**src/sv/bazm_pkg.sv**
```systemverilog
// Package with the shared types and constants of the burst average zone meter.
package bazm_pkg;

    localparam int SAMPLE_BITS = 10;
    localparam int TIME_BITS   = 32;
    localparam int SUM_BITS    = 32;
    localparam int COUNT_BITS  = 16;
    localparam int DUR_BITS    = 16;
    localparam int ZONE_BITS   = 3;
    localparam int LEVEL_BITS  = 7;
    localparam int CFG_IDX_BITS  = 2;
    localparam int CFG_DATA_BITS = 16;
    localparam int NUM_BITS    = 17;
    localparam int ITER_BITS   = 6;

    localparam logic [LEVEL_BITS-1:0]  LEVEL_MAX       = 7'd100;
    localparam logic [SAMPLE_BITS-1:0] LOW_THR_RESET   = 10'd1023;
    localparam logic [SAMPLE_BITS-1:0] FULL_SCALE_RESET = 10'd125;
    localparam logic [DUR_BITS-1:0]    MIN_DUR_RESET   = 16'd2000;

    typedef logic [CFG_IDX_BITS-1:0] t_cfg_idx;

    localparam t_cfg_idx REG_LOW_THR    = 2'd0;
    localparam t_cfg_idx REG_FULL_SCALE = 2'd1;
    localparam t_cfg_idx REG_MIN_DUR    = 2'd2;

    typedef enum logic [2:0] {
        S_IDLE,
        S_DIV_AVG,
        S_MAP,
        S_DIV_LVL,
        S_DONE
    } t_state;

endpackage

```
**src/sv/bazm_in_if.sv**
```systemverilog
// Input channel interface: one timestamped sensor sample per transaction.
interface bazm_in_if;
    import bazm_pkg::*;

    logic                   valid;
    logic                   ready;
    logic [SAMPLE_BITS-1:0] sample;
    logic [TIME_BITS-1:0]   now_ms;

    modport source (output valid, output sample, output now_ms, input ready);
    modport sink   (input valid, input sample, input now_ms, output ready);
endinterface

```
**src/sv/bazm_out_if.sv**
```systemverilog
// Output channel interface: one zone index and burst level per transaction.
interface bazm_out_if;
    import bazm_pkg::*;

    logic                  valid;
    logic                  ready;
    logic [ZONE_BITS-1:0]  zone_index;
    logic [LEVEL_BITS-1:0] level;

    modport source (output valid, output zone_index, output level, input ready);
    modport sink   (input valid, input zone_index, input level, output ready);
endinterface

```
**src/sv/burst_average_zone_meter.sv**
```systemverilog
// Top level of the burst average zone meter with its shared iterative divider.
//
// Samples enter on i_in as transactions carrying a 10-bit reading and a
// 32-bit millisecond timestamp. While idle, a nonzero sample opens a burst.
// Later samples above the low threshold are summed and counted, and the first
// sample at or below it closes the burst. A long enough, nonempty burst yields
// one transaction on o_out with the current zone and the average mapped to
// 0..100; the zone then advances modulo ZONES.
// Configuration is written through i_cfg_we, i_cfg_idx and i_cfg_data. The
// user must write it only while the block is idle; the block itself does not
// enforce this. Indexes beyond the register list are ignored. A sample that
// does not close a reported burst leaves i_in.ready high. A closing sample
// that gives a result holds i_in.ready low until the result is loaded: 32
// steps of the shared restoring divider for sum/count, the mapping state,
// 17 divider steps for the scaling, and the load of the output register,
// which waits while an earlier result is still unread. When the average
// clamps to 0 or 100 the second division is skipped.
// Synchronous reset restores the register defaults, closes any burst and
// returns zone 0. A finished result is held in the output register while the
// receiver stalls; the block keeps taking samples meanwhile and only waits if
// a second result is ready before the first one was taken.
module burst_average_zone_meter #(
    parameter int ZONES = 6
) (
    input  logic                            i_clk,
    input  logic                            i_rst_n,
    bazm_in_if.sink                         i_in,
    bazm_out_if.source                      o_out,
    input  logic                            i_cfg_we,
    input  bazm_pkg::t_cfg_idx              i_cfg_idx,
    input  logic [bazm_pkg::CFG_DATA_BITS-1:0] i_cfg_data
);
    import bazm_pkg::*;

    localparam logic [ZONE_BITS-1:0] ZONE_LAST = ZONE_BITS'(ZONES - 1);
    localparam logic [ITER_BITS-1:0] AVG_STEPS = ITER_BITS'(SUM_BITS);
    localparam logic [ITER_BITS-1:0] LVL_STEPS = ITER_BITS'(NUM_BITS);

    // Configuration registers.
    logic [SAMPLE_BITS-1:0] r_low_thr;
    logic [SAMPLE_BITS-1:0] r_full_scale;
    logic [DUR_BITS-1:0]    r_min_dur;

    // Control and burst state.
    t_state                 r_state, n_state;
    logic                   r_in_burst, n_in_burst;
    logic [TIME_BITS-1:0]   r_start, n_start;
    logic [SUM_BITS-1:0]    r_sum, n_sum;
    logic [COUNT_BITS-1:0]  r_count, n_count;
    logic [ZONE_BITS-1:0]   r_zone, n_zone;
    logic [LEVEL_BITS-1:0]  r_level, n_level;

    // Shared restoring divider: quotient shifts in at the bottom of r_quo
    // while the dividend leaves at the top.
    logic [SUM_BITS-1:0]    r_quo, n_quo;
    logic [COUNT_BITS-1:0]  r_rem, n_rem;
    logic [COUNT_BITS-1:0]  r_dvsr, n_dvsr;
    logic [ITER_BITS-1:0]   r_iter, n_iter;

    // Output register.
    logic                   r_out_valid, n_out_valid;
    logic [ZONE_BITS-1:0]   r_out_zone, n_out_zone;
    logic [LEVEL_BITS-1:0]  r_out_level, n_out_level;

    logic                   in_accept;
    logic [SUM_BITS:0]      sum_ext;
    logic [TIME_BITS-1:0]   elapsed;
    logic [COUNT_BITS:0]    div_trial;
    logic                   div_ge;
    logic [COUNT_BITS-1:0]  div_rem;
    logic [SUM_BITS-1:0]    div_quo;
    logic [SAMPLE_BITS-1:0] avg_diff;
    logic [NUM_BITS-1:0]    lvl_num;

    assign i_in.ready       = (r_state == S_IDLE);
    assign in_accept        = i_in.valid && i_in.ready;
    assign o_out.valid      = r_out_valid;
    assign o_out.zone_index = r_out_zone;
    assign o_out.level      = r_out_level;

    assign sum_ext = {1'b0, r_sum} + {{(SUM_BITS + 1 - SAMPLE_BITS){1'b0}}, i_in.sample};
    assign elapsed = i_in.now_ms - r_start;

    // One divider step.
    assign div_trial = {r_rem, r_quo[SUM_BITS-1]};
    assign div_ge    = (div_trial >= {1'b0, r_dvsr});
    assign div_rem   = div_ge ? COUNT_BITS'(div_trial - {1'b0, r_dvsr})
                              : div_trial[COUNT_BITS-1:0];
    assign div_quo   = {r_quo[SUM_BITS-2:0], div_ge};

    // Scaled numerator; only used when the average lies strictly inside the
    // threshold..full_scale window, so its low bits hold the whole average.
    assign avg_diff = r_quo[SAMPLE_BITS-1:0] - r_low_thr;
    assign lvl_num  = NUM_BITS'(avg_diff) * NUM_BITS'(LEVEL_MAX);

    always_ff @(posedge i_clk) begin
        if (!i_rst_n) begin
            r_low_thr    <= LOW_THR_RESET;
            r_full_scale <= FULL_SCALE_RESET;
            r_min_dur    <= MIN_DUR_RESET;
        end else if (i_cfg_we) begin
            case (i_cfg_idx)
                REG_LOW_THR:    r_low_thr    <= i_cfg_data[SAMPLE_BITS-1:0];
                REG_FULL_SCALE: r_full_scale <= i_cfg_data[SAMPLE_BITS-1:0];
                REG_MIN_DUR:    r_min_dur    <= i_cfg_data[DUR_BITS-1:0];
                default: ;
            endcase
        end
    end

    always_ff @(posedge i_clk) begin
        if (!i_rst_n) begin
            r_state     <= S_IDLE;
            r_in_burst  <= 1'b0;
            r_zone      <= '0;
            r_out_valid <= 1'b0;
            r_iter      <= '0;
        end else begin
            r_state     <= n_state;
            r_in_burst  <= n_in_burst;
            r_zone      <= n_zone;
            r_out_valid <= n_out_valid;
            r_iter      <= n_iter;
        end
    end

    always_ff @(posedge i_clk) begin
        r_start     <= n_start;
        r_sum       <= n_sum;
        r_count     <= n_count;
        r_level     <= n_level;
        r_quo       <= n_quo;
        r_rem       <= n_rem;
        r_dvsr      <= n_dvsr;
        r_out_zone  <= n_out_zone;
        r_out_level <= n_out_level;
    end

    always_comb begin
        n_state     = r_state;
        n_in_burst  = r_in_burst;
        n_start     = r_start;
        n_sum       = r_sum;
        n_count     = r_count;
        n_zone      = r_zone;
        n_level     = r_level;
        n_quo       = r_quo;
        n_rem       = r_rem;
        n_dvsr      = r_dvsr;
        n_iter      = r_iter;
        n_out_valid = r_out_valid;
        n_out_zone  = r_out_zone;
        n_out_level = r_out_level;

        if (r_out_valid && o_out.ready) begin
            n_out_valid = 1'b0;
        end

        case (r_state)
            S_IDLE: begin
                if (in_accept) begin
                    if (!r_in_burst) begin
                        if (i_in.sample != '0) begin
                            n_in_burst = 1'b1;
                            n_start    = i_in.now_ms;
                            n_sum      = '0;
                            n_count    = '0;
                        end
                    end else if (i_in.sample > r_low_thr) begin
                        // Sum and count saturate instead of wrapping.
                        n_sum = sum_ext[SUM_BITS] ? '1 : sum_ext[SUM_BITS-1:0];
                        if (r_count != '1) begin
                            n_count = r_count + 1'b1;
                        end
                    end else begin
                        n_in_burst = 1'b0;
                        if (elapsed >= {{(TIME_BITS - DUR_BITS){1'b0}}, r_min_dur}
                            && r_count != '0) begin
                            n_quo   = r_sum;
                            n_rem   = '0;
                            n_dvsr  = r_count;
                            n_iter  = AVG_STEPS;
                            n_state = S_DIV_AVG;
                        end
                    end
                end
            end
            S_DIV_AVG: begin
                n_quo  = div_quo;
                n_rem  = div_rem;
                n_iter = r_iter - 1'b1;
                if (r_iter == 1) begin
                    n_state = S_MAP;
                end
            end
            S_MAP: begin
                // r_quo holds the burst average here.
                if (r_full_scale <= r_low_thr
                    || r_quo <= {{(SUM_BITS - SAMPLE_BITS){1'b0}}, r_low_thr}) begin
                    n_level = '0;
                    n_state = S_DONE;
                end else if (r_quo >= {{(SUM_BITS - SAMPLE_BITS){1'b0}}, r_full_scale}) begin
                    n_level = LEVEL_MAX;
                    n_state = S_DONE;
                end else begin
                    n_quo   = {lvl_num, {(SUM_BITS - NUM_BITS){1'b0}}};
                    n_rem   = '0;
                    n_dvsr  = COUNT_BITS'(r_full_scale - r_low_thr);
                    n_iter  = LVL_STEPS;
                    n_state = S_DIV_LVL;
                end
            end
            S_DIV_LVL: begin
                n_quo  = div_quo;
                n_rem  = div_rem;
                n_iter = r_iter - 1'b1;
                if (r_iter == 1) begin
                    // The quotient stays below LEVEL_MAX in this branch.
                    n_level = div_quo[LEVEL_BITS-1:0];
                    n_state = S_DONE;
                end
            end
            S_DONE: begin
                if (!r_out_valid || o_out.ready) begin
                    n_out_valid = 1'b1;
                    n_out_zone  = r_zone;
                    n_out_level = r_level;
                    n_zone      = (r_zone == ZONE_LAST) ? '0 : r_zone + 1'b1;
                    n_state     = S_IDLE;
                end
            end
            default: begin
                n_state = S_IDLE;
            end
        endcase
    end

endmodule
```
**src/flat_wrapper.sv**
```systemverilog
// flat-port wrapper written by rule: the top's interface ports become plain ports
module burst_average_zone_meter_flat import bazm_pkg::*;
#(
    parameter int ZONES = 6
)
  (i_clk, i_rst_n, i_cfg_we, i_cfg_idx, i_cfg_data, i_in_valid, i_in_sample, i_in_now_ms, i_in_ready, o_out_valid, o_out_zone_index, o_out_level, o_out_ready);
  bazm_in_if i_in_i ();
  bazm_out_if o_out_i ();
  input  logic i_clk;
  input  logic i_rst_n;
  input  logic i_cfg_we;
  input  bazm_pkg::t_cfg_idx i_cfg_idx;
  input  logic [bazm_pkg::CFG_DATA_BITS-1:0] i_cfg_data;
  input wire logic [$bits(i_in_i.valid)-1:0] i_in_valid;
  input wire logic [$bits(i_in_i.sample)-1:0] i_in_sample;
  input wire logic [$bits(i_in_i.now_ms)-1:0] i_in_now_ms;
  output wire logic [$bits(i_in_i.ready)-1:0] i_in_ready;
  output wire logic [$bits(o_out_i.valid)-1:0] o_out_valid;
  output wire logic [$bits(o_out_i.zone_index)-1:0] o_out_zone_index;
  output wire logic [$bits(o_out_i.level)-1:0] o_out_level;
  input wire logic [$bits(o_out_i.ready)-1:0] o_out_ready;
  assign i_in_i.valid = i_in_valid;
  assign i_in_i.sample = i_in_sample;
  assign i_in_i.now_ms = i_in_now_ms;
  assign i_in_ready = i_in_i.ready;
  assign o_out_valid = o_out_i.valid;
  assign o_out_zone_index = o_out_i.zone_index;
  assign o_out_level = o_out_i.level;
  assign o_out_i.ready = o_out_ready;
  burst_average_zone_meter #(.ZONES(ZONES)) u_core (.i_clk(i_clk), .i_rst_n(i_rst_n), .i_in(i_in_i), .o_out(o_out_i), .i_cfg_we(i_cfg_we), .i_cfg_idx(i_cfg_idx), .i_cfg_data(i_cfg_data));
endmodule
```
**config.mk**
```make
export PLATFORM = sky130hd
export DESIGN_NAME = burst_average_zone_meter_flat
export DESIGN_NICKNAME = d
export VERILOG_FILES = /design/src/sv/bazm_pkg.sv /design/src/sv/bazm_in_if.sv /design/src/sv/bazm_out_if.sv /design/src/sv/burst_average_zone_meter.sv /design/src/flat_wrapper.sv
export SDC_FILE = /design/constraint.sdc
export NUM_CORES = 1
export LEC_CHECK = 0
export BUFFER_PORTS_ARGS = -buffer_cell sky130_fd_sc_hd__clkbuf_2
export CAP_MARGIN = 10
export CORE_UTILIZATION = 50
export DETAILED_ROUTE_END_ITERATION = 10
export PLACE_DENSITY = 0.67
export SYNTH_ARGS = -nofsm -noshare
export SYNTH_HDL_FRONTEND = slang
export SYNTH_SLANG_ARGS = --single-unit
```
**constraint.sdc**
```tcl
create_clock -name i_clk -period 5.1 [get_ports i_clk]
set_input_delay 1.02 -clock i_clk [delete_from_list [all_inputs] [get_ports i_clk]]
set_output_delay 1.02 -clock i_clk [all_outputs]
set_load 0.1 [all_outputs]
```
* Word level (Yosys, flattened, before mapping)
Index checks and enable logic that the tools add are counted.
** Operators by class
- Add/sub/neg operators :: 8
- Multipliers :: 1
- Div/mod/pow operators :: 0
- Order comparisons :: 6
- Eq/ne operators :: 21
- Shift-type cells :: 0
- Muxes and demuxes :: 58
- Bitwise logic cells :: 1
- Reduce and logical (&&, ||, !) cells :: 27
** Operator list (count)
- $mux 32 :: 10
- $mux 16 :: 17
- $pmux 32 s3 :: 1
- $pmux 16 s3 :: 1
- $mux 6 :: 6
- $add 32x10->33 :: 1
- $ge 32x10->1 :: 1
- $ge 32x16->1 :: 1
- $le 32x10->1 :: 1
- $pmux 16 s2 :: 1
- $sub 32x32->32 :: 1
- $mux 3 :: 10
- $mux 7 :: 3
- $reduce_and 7->1 :: 3
- $pmux 6 s3 :: 1
- $ge 17x16->1 :: 1
- $add 16x1->16 const B :: 1
- $ne 16x16->1 const B :: 1
- $ne 2x2->1 const B :: 8
- $reduce_bool 16->1 :: 1
- $sub 16x16->16 :: 1
- $mul 10x5->15 const B :: 1
- $pmux 3 s5 :: 1
- $pmux 7 s2 :: 1
- 29 further kinds :: 48
** Word-level totals
- Register bits after elaboration :: 211
- Latch bits :: 0
- RAM bits :: 0
- Bits in read-only memories :: 0
- Output and inout port bits :: 12
- Memories :: 0

* Depth between registers and ports, before layout
Gate-level depths: netlist (run 1).
- Depth in word-level cells :: 8
- Gate-level depth with buffers :: 24

* Least setup slack after synthesis (run 1)
No wires, ideal clock.
- Path type :: input port to flip-flop
- Start :: input i_in_now_ms[3]
- End :: register u_core.r_iter[0]
- Setup time :: 116 ps
- Arrival :: 4652 ps
- Data required time :: 4984 ps
- Slack :: 332 ps
- Stages on the path :: 20
- Buffers on the path :: 0
- Cell sequence :: ha_1 a21oi_1 nor2_1 a211oi_2 a21o_1 nand2_1 a31oi_1 xnor2_1 ha_1 a21o_1 a21o_1 a21oi_1 o21ai_0 a31oi_1 o2111ai_1 nor4_1 nand4_1 o21ba_1 and2_4 a41o_1
** Between the ends
- Cells in the longest elaborated chain, start to end :: 5
** RTL lines
- start: declaration :: line flat_wrapper.sv:16 : input wire logic [$bits(i_in_i.now_ms)-1:0] i_in_now_ms;
- $sub 32x32->32 :: line burst_average_zone_meter.sv:82 : assign elapsed = i_in.now_ms - r_start;
- $ge 32x16->1 :: line burst_average_zone_meter.sv:177 : if (elapsed >= {{(TIME_BITS - DUR_BITS){1'b0}}, r_min_dur}
- $logic_and 1x1->1 :: line burst_average_zone_meter.sv:178 : && r_count != '0) begin
- $ne 2x2->1 (no line)
- $reduce_and 7->1 (no line)
- end signal: assignment :: line burst_average_zone_meter.sv:123 : r_iter <= n_iter;
- end: declaration :: line burst_average_zone_meter.sv:58 : logic [ITER_BITS-1:0] r_iter, n_iter;
No other way between the ends.
A chain may end at the register's enable or synchronous reset.

* Final worst setup path (run 1)
- Start :: register u_core.r_quo[0]
- End :: register u_core.r_quo[31], data pin
** Between the ends
- Cells in the longest elaborated chain, start to end :: 5
** RTL lines
- start: declaration :: line burst_average_zone_meter.sv:55 : logic [SUM_BITS-1:0] r_quo, n_quo;
- start signal: assignment :: line burst_average_zone_meter.sv:132 : r_quo <= n_quo;
- $sub 10x10->10 :: line burst_average_zone_meter.sv:93 : assign avg_diff = r_quo[SAMPLE_BITS-1:0] - r_low_thr;
- $mul 10x5->15 :: line burst_average_zone_meter.sv:94 : assign lvl_num = NUM_BITS'(avg_diff) * NUM_BITS'(LEVEL_MAX);
- $mux 32 :: line burst_average_zone_meter.sv:202 : end else if (r_quo >= {{(SUM_BITS - SAMPLE_BITS){1'b0}}, r_full_scale}) begin
- $mux 32 :: line burst_average_zone_meter.sv:198 : if (r_full_scale <= r_low_thr
- $pmux 32 s3 :: line burst_average_zone_meter.sv:159 : case (r_state)
- net u_core.n_quo[31] :: line burst_average_zone_meter.sv:55
The timed path passes the listed nets, and every way through them passes these cells. The select of a mux whose other input is x is not followed.

==> results of run 1 <==
==> layer usage <==
layer / up-vias / GRT usage, % / part of all wire [%]
met2: 352 / 36.45 / 43
li1: 5912 / - / -
met5: - / 0 / 0
met1: 5662 / 34.95 / 49
met3: 37 / 3.421 / 6.5
met4: 0 / 5.007 / 1.7
==> sequential cells by signal, indices dropped and copies added, names as in the netlist, 3 cells and up <==
name and count:
u_core.o_out.level 7, u_core.o_out.zone_index 3, u_core.r_count 16, u_core.r_dvsr 16, u_core.r_full_scale 10, u_core.r_iter 6, u_core.r_level 7, u_core.r_low_thr 10
u_core.r_min_dur 16, u_core.r_quo 32, u_core.r_rem 16, u_core.r_start 32, u_core.r_state 3, u_core.r_sum 32, u_core.r_zone 3
==> per-stage QoR <==
stage | setup TNS, ns | cell area (µm²) | hold slack (ns) | util [%] | setup slack (ns)
4_1_cts | 0 | 16670 | 0.4162 | 57.75 | 0.08093
3_5_place_dp | -0.9103 | 15770 | 0.4063 | 54.66 | -0.05755
6_report | 0 | 16680 | 0.4141 | 57.82 | 0.3430
3_3_place_gp | 0 | 15770 | 0.4048 | 54.66 | 0.05441
2_1_floorplan | 0 | 14750 | 0.4003 | - | 0.3322
5_1_grt | 0 | 16680 | 0.4184 | 57.82 | 0.02439
==> worst max path at each step <==
| stage | startpoint | to | slack [ns] | cells after the start |
|---|---|---|---|---|
| floorplan | i_in_now_ms[3] | u_core.r_iter[0] | 0.33 | 20 |
| global placement | i_in_now_ms[0] | u_core.r_dvsr[12] | 0.05 | 21 |
| detailed placement | i_in_now_ms[0] | u_core.r_dvsr[11] | -0.06 | 20 |
| CTS | u_core.r_quo[0] | u_core.r_quo[31] | 0.08 | 24 |
| global route | u_core.r_quo[0] | u_core.r_quo[31] | 0.02 | 24 |
| finish | u_core.r_quo[0] | u_core.r_quo[31] | 0.34 | 23 |
==> cell families after synthesis <==
| family | share of synthesized area (%) |
|---|---|
| fa+ha+maj | 14.16 |
| mux | 1.255 |
| flops | 39.56 |
| xor+xnor | 5.522 |
| simple gates | 15.53 |
| compound gates | 18.79 |
| buf+inv | 5.182 |
==> layout make-up <==
class	instances	share of cell area, %
Timing Repair Buffer	119	4.439
Tap cell	384	2.880
Sequential cell	211	34.98
Clock buffer	35	4.334
Inverter	147	3.307
Clock inverter	11	0.9974
Multi-Input combinational cell	1168	49.07
==> power by group through the flow <==
stage          logic (mW)  registers, mW  clock network (mW)
2_1_floorplan        4.23           2.85                   0
5_1_grt              6.47           2.97                2.00
6_report             5.74           2.92                1.91
3_5_place_dp         5.64           2.94                   0
4_1_cts              5.69           2.91                1.95
3_3_place_gp         5.53           2.92                   0
==> cell usage in the layout, fill, tap and decap left out, drive strengths merged, types with 17 or more instances in the layout <==
master and instances:
a21oi 120, a21o 46, buf 43, a21boi 23
edfxtp 161, nand2 173, ha 151, clkbuf 111
nor2 88, o21ai 88, a22oi 19, and3 22
mux2i 17, o21a 19, o211ai 28, nor4 17
xor2 49, nand3 44, nand4 24, xnor2 44
dfxtp 50, inv 146, nor3 26
==> timing repair <==
| item | in CTS | in global routing |
|---|---|---|
| resized for setup | 1 | 7 |
| buffers inserted | 0 | 0 |
| endpoints found under the setup margin | 1 | 3 |
| pin swaps | 0 | 2 |
==> key figures, run 1 <==
Status
  – Outcome: completed

Layout
  – Multi-input gate area: 0.008187 mm²
  – Fillers: 2,626
  – Ant diodes: 0
  – Final std cells w/o fill: 2,075
  – Nets@finish: 1,898
  – Share of cells above drive strength 1: 11.53%
  – Area grow syn2layout: 13.10%
  – Register area: 0.005836 mm²

Die
  – # rows: 62
  – Starting density of the core: 51.12%
  – DIE HEIGHT: 173.8 µm
  – Die W: 173.8 µm
  – IO Pins: 77
  – Full die area: 0.03019 mm²
  – CORE AREA: 0.02886 mm²

STA
  – Final Slew Violations: 0
  – Post-layout min period: 4.757 ns
  – Fin crit share: 93.27%
  – Slew margin rel.: 22.82%
  – Peak Freq: 210.2 MHz
  – Hold Fails Final Rpt: 0
  – Slew @ Worst Pin: 1.146 ns
  – Final setup viols: 0
  – Clk_skew: 0.008143 ns
  – RSZ-0062 raised after global routing: no

Place
  – PortBufs: 76
  – DPL Wire Length: 27.38 mm
  – Placed insts: 2,029
  – Routability cong.: 0.9484

Yosys
  – Post-Syn Instances: 1,580
  – Top-count cell post-synth: nand2_1
  – Syn avg cell area: 9.336 µm²
  – Main flop type after synthesis: edfxtp_1
  – Yosys reg bits: 211
  – Ys async rst share: 0%
  – Post-Syn Nets: 1,806
  – Post-Syn Area: 0.01475 mm²
  – Syn. warnings: 0
  – Post-synth EDFFs: 161
  – Sequential-to-total area share from yosys stat: 39.56%
  – Post-synth cell types: 81
  – Post-synth top area cell: edfxtp_1
  – Commonest cells post-synth: 173 x nand2_1, 161 x edfxtp_1, 151 x ha_1
  – Top cell type's share of synthesized area: 32.77%
  – Largest cells by area after synthesis: edfxtp_1 33%, ha_1 13%, dfxtp_1 6.8%

Critical path
  – Cell chain of the critical path: inv_1 -> ha_1 -> inv_1 -> fa_1 -> a21o_1 -> a21oi_4 -> xnor2_1 -> ha_1 -> ha_1 -> inv_1 -> fa_1 -> inv_1 -> ha_1 -> o21ai_1 -> a21boi_0 -> o21ai_1 -> a21boi_1 -> o21a_1 -> o21ai_1 -> nand2b_1 -> a21oi_1 -> xor2_1 -> o21ai_0
  – Worst Reg-to-Reg Cells: 23
  – Data arrival time of the critical path: 5.00 ns
  – Crit start category: register
  – Req. time, crit path: 5.34 ns
  – CP max-delay cell: fa_1
  – Worst path bufs/invs: 4
  – Crit-path leading delay family: adder cells
  – Critical path class: register to register
  – Critical Path Sink Type: register
  – CP Max Fanout: 4
  – CP peak stage delay: 0.50 ns
  – RR Endpoint: u_core.r_quo[31]
  – R2R setup slack: 0.34 ns
  – R2r startpoint: u_core.r_quo[0]

CTS
  – Cts hold-fix bufs: 0
  – CTS tree: built
  – # clock sinks: 211
  – Skew-Pair Late Insertion Delay: 0.53 ns
  – Num CTS Buffers: 25
  – Max clock buf depth: 3
  – Clk slew on worst S/H paths: 0.06 ns
  – Depth of the CTS H-tree: 1
  – Clock root buffer: clkbuf_16

Global routing
  – First-pass GRT wire length: 57.57 mm
  – Pin count of the biggest net entering global routing: 51
  – Total Routing Usage GR: 23.60%
  – Initial antenna violation count: 0
  – Congestion Overflow GR: 0
  – Number of global-route vias before repair: 11,167

Detailed routing
  – DRC viols: 0
  – DRT Pass-1 Iters: 5
  – Post-DRT Antenna Nets: 0
  – Final wirelength: 36.11 mm
  – Drt initial violations: 926
  – Via count: 11,963
  – WL/cell: 17.40 µm
  – Vias per inst: 5.765

Pwr
  – Power Density: 633.5 mW/mm²
  – Worst IR Drop VDD: 0.4436 mV
  – Comb pwr share: 54.3%
  – Clock power frac: 18.0%
  – P_int: 6.119 mW
  – NetSw: 4.450 mW
  – Tot Pwr: 10.57 mW
  – Sw frac: 42.10%
  – Leak: 7.213 nW
  – Seq pwr share: 27.7%

Worst hold path
  – Hold depth: 0
  – Worst hold endpoint: u_core.o_out.level[2]
  – Hold Path Class: register to register
  – Hold Path Origin: u_core.r_level[2]

Job
  – Max_cap viols: 0
(Power assumes the default switching activity.)
==> inputs of run 2 (changes only) <==
clock period = 5.8 ns   (was 5.1 ns; I/O delays follow)
==> run 2 against run 1 <==
Sequential cell count did not move. Critical path depth shrank 3. Clock skew is 0.013 ns higher. Maximum frequency is 7.9% lower. Cell area decreased by 2.0%. Routed wire length fell by 0.22%. Final cell count fell by 1.2%. Non-clock buffer count shrank 25. Clock power shrank 20%. Die area stayed put. First-iteration DRC count down 4.8%. Critical path type unchanged. Critical endpoint unchanged. Highest routed layer unchanged.
==> key figures, run 2 (synthesis gave the netlist of run 1 again) <==
Status
  – Outcome: completed

CTS
  – Cts hold-fix bufs: 0
  – CTS tree: built
  – Post-CTS Setup Bufs: 0
  – Post-cts gate resize count: 0
  – # clock sinks: 211
  – Num CTS Buffers: 25
  – Depth of the CTS H-tree: 1
  – Clk slew on worst S/H paths: 0.06 ns
  – Clock root buffer: clkbuf_16
  – Max clock buf depth: 3
  – Skew-Pair Late Insertion Delay: 0.54 ns

Layout
  – Final std cells w/o fill: 2,050
  – Ant diodes: 0
  – Nets@finish: 1,873
  – Fillers: 2,609
  – Finished Core Util: 56.64%
  – Register area: 0.005836 mm²
  – Commonest non-fill, non-tap cell in the layout: nand2_1
  – Multi-input gate area: 0.008164 mm²
  – Share of cells above drive strength 1: 9.904%
  – Area grow syn2layout: 10.80%
  – Commonest cells after routing, fill and taps aside: 173 x nand2_1, 161 x edfxtp_1, 151 x ha_1
  – Top Registers: u_core.r_quo x32, u_core.r_start x32, u_core.r_sum x32

Die
  – IO Pins: 77
  – Die W: 173.8 µm
  – DIE HEIGHT: 173.8 µm
  – # rows: 62
  – CORE AREA: 0.02886 mm²
  – Full die area: 0.03019 mm²
  – Starting density of the core: 51.12%

Global routing
  – Total Routing Usage GR: 23.47%
  – Initial antenna violation count: 1
  – First-pass GRT wire length: 57.50 mm
  – Congestion Overflow GR: 0
  – Pin count of the biggest net entering global routing: 51
  – Number of global-route vias before repair: 10,957

Place
  – DPL Wire Length: 27.02 mm
  – PortBufs: 76
  – Placed insts: 2,004
  – Routability cong.: 0.9428

Critical path
  – Worst Reg-to-Reg Cells: 20
  – Req. time, crit path: 6.07 ns
  – R2r startpoint: u_core.r_quo[1]
  – Critical path class: register to register
  – RR Endpoint: u_core.r_quo[31]
  – CP Max Fanout: 5
  – Data arrival time of the critical path: 5.43 ns
  – Crit path from: u_core.r_quo[1]
  – Critical Path Sink Type: register
  – R2R setup slack: 0.64 ns
  – Crit start category: register

Detailed routing
  – WL/cell: 17.57 µm
  – Final wirelength: 36.03 mm
  – Via count: 11,806
  – DRC viols: 0
  – Drt initial violations: 882
  – Post-DRT Antenna Nets: 0
  – Vias per inst: 5.759
  – DRT Pass-1 Iters: 7

Worst hold path
  – Hold Path Origin: u_core.r_level[0]
  – Hold depth: 0
  – Hold Path Class: register to register
  – Worst hold endpoint: u_core.o_out.level[0]

STA
  – Slew margin rel.: 26.13%
  – Clk_skew: 0.02139 ns
  – Peak Freq: 193.6 MHz
  – Post-layout min period: 5.165 ns
  – Hold Fails Final Rpt: 0
  – Fin crit share: 89.05%
  – Slew @ Worst Pin: 1.103 ns
  – Sum Neg Setup Slack: 0 ns
  – Final setup viols: 0
  – RSZ-0062 raised after global routing: no
  – Final Slew Violations: 0

Pwr
  – Worst IR Drop VDD: 0.4708 mV
  – Leak: 7.032 nW
  – Power Density: 546.8 mW/mm²

Job
  – Max_cap viols: 0
==> run 2: worst max-delay path by stage <==
stage / slack, ns / to
after floorplan: 0.89 / u_core.r_iter[0]
after global placement: 0.31 / u_core.r_iter[0]
after detailed placement: 0.14 / u_core.r_iter[0]
after CTS: 0.65 / u_core.r_quo[31]
after global routing: 0.17 / u_core.r_quo[31]
final: 0.64 / u_core.r_quo[31]
==> run 2: power by group <==
group          switching, mW  total [mW]  internal, mW
Combinational           2.84        4.82          1.98
Clock                  0.644        1.53         0.889
Sequential             0.358        2.59          2.23
==> run 2: stage by stage <==
stage | hold slack (ns) | power [mW] | worst slack (ns) | area, µm²
2_1_floorplan | 0.4003 | 6.233 | 0.8922 | 14750
3_3_place_gp | 0.4045 | 7.289 | 0.3121 | 15550
3_5_place_dp | 0.4045 | 7.395 | 0.1407 | 15550
4_1_cts | 0.4203 | 8.970 | 0.6484 | 16340
5_1_grt | 0.4267 | 9.707 | 0.1698 | 16340
6_report | 0.4158 | 8.938 | 0.6353 | 16340
==> run 2: metal layers <==
| layer | vias to the layer above | routed length (µm) | global-route usage (%) |
|---|---|---|---|
| li1 | 5861 | - | - |
| met1 | 5554 | 17510 | 35.63 |
| met2 | 347 | 15330 | 34.65 |
| met3 | 44 | 2468 | 4.013 |
| met4 | 0 | 711 | 5.227 |
| met5 | - | 0 | 0 |
==> run 2: area by class of cell <==
cell class	instances	share of cell area [%]
Multi-Input combinational cell	1168	49.95
Timing Repair Buffer	94	3.154
Clock buffer	32	4.241
Inverter	147	3.376
Clock inverter	14	0.6354
Tap cell	384	2.940
Sequential cell	211	35.70
==> run 2: worst max-delay path: stages (launching register included) <==
cell and delay (ns):
edfxtp_1 0.54, fa_1 0.51, a21o_1 0.19, a21oi_1 0.33, xnor2_1 0.27, ha_1 0.31
ha_1 0.28, inv_1 0.05, fa_1 0.50, inv_1 0.04, ha_1 0.32, o21ai_0 0.12
a21boi_0 0.15, o21ai_0 0.22, a21boi_0 0.16, o21a_1 0.21, o21ai_0 0.23, nand2b_1 0.09
a21oi_1 0.18, xor2_1 0.15, o21ai_0 0.08
==> inputs of run 3 (changes only) <==
CAP_MARGIN = 20   (was 10)
CORE_UTILIZATION = 45   (was 50)
MAX_ROUTING_LAYER = met4   (was unset)
PLACE_DENSITY = unset   (was 0.67)
==> run 3 against run 2 <==
Sequential cell count did not move. Non-clock buffer count fell by 2. Clock skew fell by 0.0088 ns. Die area rose by 11%. Count of clock-buffer cells in the layout rose by 2. Critical endpoint unchanged.
==> key figures, run 3 (synthesis gave the netlist of run 1 again) <==
Critical path
  – Req. time, crit path: 6.05 ns
  – Crit start category: register
  – Crit path from: u_core.r_quo[1]
  – Data arrival time of the critical path: 5.44 ns
  – RR Endpoint: u_core.r_quo[31]
  – R2R setup slack: 0.61 ns
  – Critical path class: register to register
  – Worst Reg-to-Reg Cells: 21
  – CP Max Fanout: 5
  – Critical Path Sink Type: register
  – R2r startpoint: u_core.r_quo[1]

Die
  – IO Pins: 77
  – # rows: 65
  – Starting density of the core: 46.27%
  – Full die area: 0.03351 mm²
  – CORE AREA: 0.03188 mm²
  – DIE HEIGHT: 183.1 µm
  – Die W: 183.1 µm

CTS
  – Post-cts gate resize count: 0
  – Cts hold-fix bufs: 0
  – Num CTS Buffers: 26
  – CTS tree: built
  – Max clock buf depth: 3
  – # clock sinks: 211
  – Clock root buffer: clkbuf_16
  – Depth of the CTS H-tree: 1
  – Skew-Pair Late Insertion Delay: 0.54 ns
  – Post-CTS Setup Bufs: 0
  – Clk slew on worst S/H paths: 0.06 ns

Detailed routing
  – DRT Pass-1 Iters: 7
  – Via count: 11,812
  – WL/cell: 17.65 µm
  – Vias per inst: 5.625
  – Drt initial violations: 758
  – Post-DRT Antenna Nets: 0
  – Final wirelength: 37.06 mm
  – DRC viols: 0

STA
  – Final worst slack: 0.6070 ns
  – Fin crit share: 89.53%
  – RSZ-0062 raised after global routing: no
  – Final setup viols: 0
  – Final Slew Violations: 0
  – Peak Freq: 192.6 MHz
  – Slew @ Worst Pin: 1.129 ns
  – Sum Neg Setup Slack: 0 ns
  – Slew margin rel.: 23.96%
  – Clk_skew: 0.01261 ns
  – Post-layout min period: 5.193 ns
  – Hold Fails Final Rpt: 0

Place
  – Area post-placement: 0.01560 mm²
  – Post-Place Worst Slack: 0.2014 ns
  – PortBufs: 76
  – Routability cong.: 0.9052
  – DPL Wire Length: 28.04 mm

Layout
  – Commonest non-fill, non-tap cell in the layout: nand2_1
  – Fillers: 3,048
  – Final instance area: 0.01644 mm²
  – Ant diodes: 0
  – Nets@finish: 1,872
  – Top Registers: u_core.r_quo x32, u_core.r_start x32, u_core.r_sum x32
  – Area grow syn2layout: 11.42%
  – Share of cells above drive strength 1: 9.910%
  – Commonest cells after routing, fill and taps aside: 172 x nand2_1, 161 x edfxtp_1, 151 x ha_1

Pwr
  – Power Density: 549.0 mW/mm²
  – Leak: 7.048 nW
  – Worst IR Drop VDD: 0.4103 mV

Global routing
  – Total Routing Usage GR: 22.90%
  – Pin count of the biggest net entering global routing: 51
  – First-pass GRT wire length: 59.25 mm
  – Congestion Overflow GR: 0
  – Initial antenna violation count: 0
  – Number of global-route vias before repair: 11,086

Worst hold path
  – Hold depth: 0
  – Hold Path Origin: u_core.r_level[3]
  – Hold Path Class: register to register
  – Worst hold endpoint: u_core.o_out.level[3]

Status
  – Outcome: completed

Job
  – Max_cap viols: 0
run 3: cell type report:
| cell class | instances | area [µm²] | share of cell area [%] |
|---|---|---|---|
| clock inverter | 13 | 105.1 | 0.6395 |
| clock buffer | 34 | 732.0 | 4.453 |
| tap | 435 | 544.3 | 3.312 |
| inverter | 147 | 551.8 | 3.357 |
| timing repair buffer | 92 | 500.5 | 3.045 |
| sequential | 211 | 5836 | 35.51 |
| multi-input combinational | 1168 | 8167 | 49.69 |
run 3: power breakdown:
part	leakage [nW]	total (mW)	internal [mW]	switching, mW
Clock	0.413	1.59	0.933	0.660
Combinational	4.69	4.85	1.98	2.88
Sequential	1.95	2.58	2.23	0.352
run 3: worst max path at each step:
| stage | slack, ns | depth (start not counted) | end |
|---|---|---|---|
| 2_1_floorplan | 0.89 | 20 | u_core.r_iter[0] |
| 3_3_place_gp | 0.39 | 21 | u_core.r_quo[27] |
| 3_5_place_dp | 0.20 | 21 | u_core.r_quo[28] |
| 4_1_cts | 0.66 | 24 | u_core.r_quo[31] |
| 5_1_grt | 0.22 | 24 | u_core.r_quo[31] |
| 6_report | 0.61 | 21 | u_core.r_quo[31] |
run 3: layer usage:
layer	vias up	share of wire [%]	GRT usage [%]
met3	47	6.5	3.435
met2	314	42	33.38
met1	5595	49	33.43
li1	5856	-	-
met5	-	0	-
met4	0	2.1	4.933
run 3: through the flow:
| step | utilization (%) | power [mW] | cells | hold slack, ns |
|---|---|---|---|---|
| finish | 51.55 | 9.024 | 2100 | 0.4177 |
| global route | 51.55 | 9.811 | 2100 | 0.4182 |
| CTS | 51.55 | 9.090 | 2100 | 0.4183 |
| detailed placement | 48.93 | 7.446 | 2053 | 0.4045 |
| global placement | 48.93 | 7.375 | 2053 | 0.4082 |
| floorplan | - | 6.233 | 1580 | 0.4003 |
run 3: worst max-delay path, cell delays in order, from the launching register on:
cell	delay (ns)
edfxtp_1	0.54
fa_1	0.50
a21o_1	0.19
a21oi_1	0.33
o21bai_1	0.11
a21oi_1	0.19
xnor2_1	0.23
inv_1	0.12
fa_1	0.55
inv_1	0.04
ha_1	0.32
nor2b_1	0.14
o21ai_0	0.20
a21boi_0	0.16
o21ai_0	0.21
a21boi_0	0.16
o21a_1	0.20
o21ai_0	0.21
nand2b_1	0.09
a21oi_1	0.18
xor2_1	0.15
o21ai_0	0.08
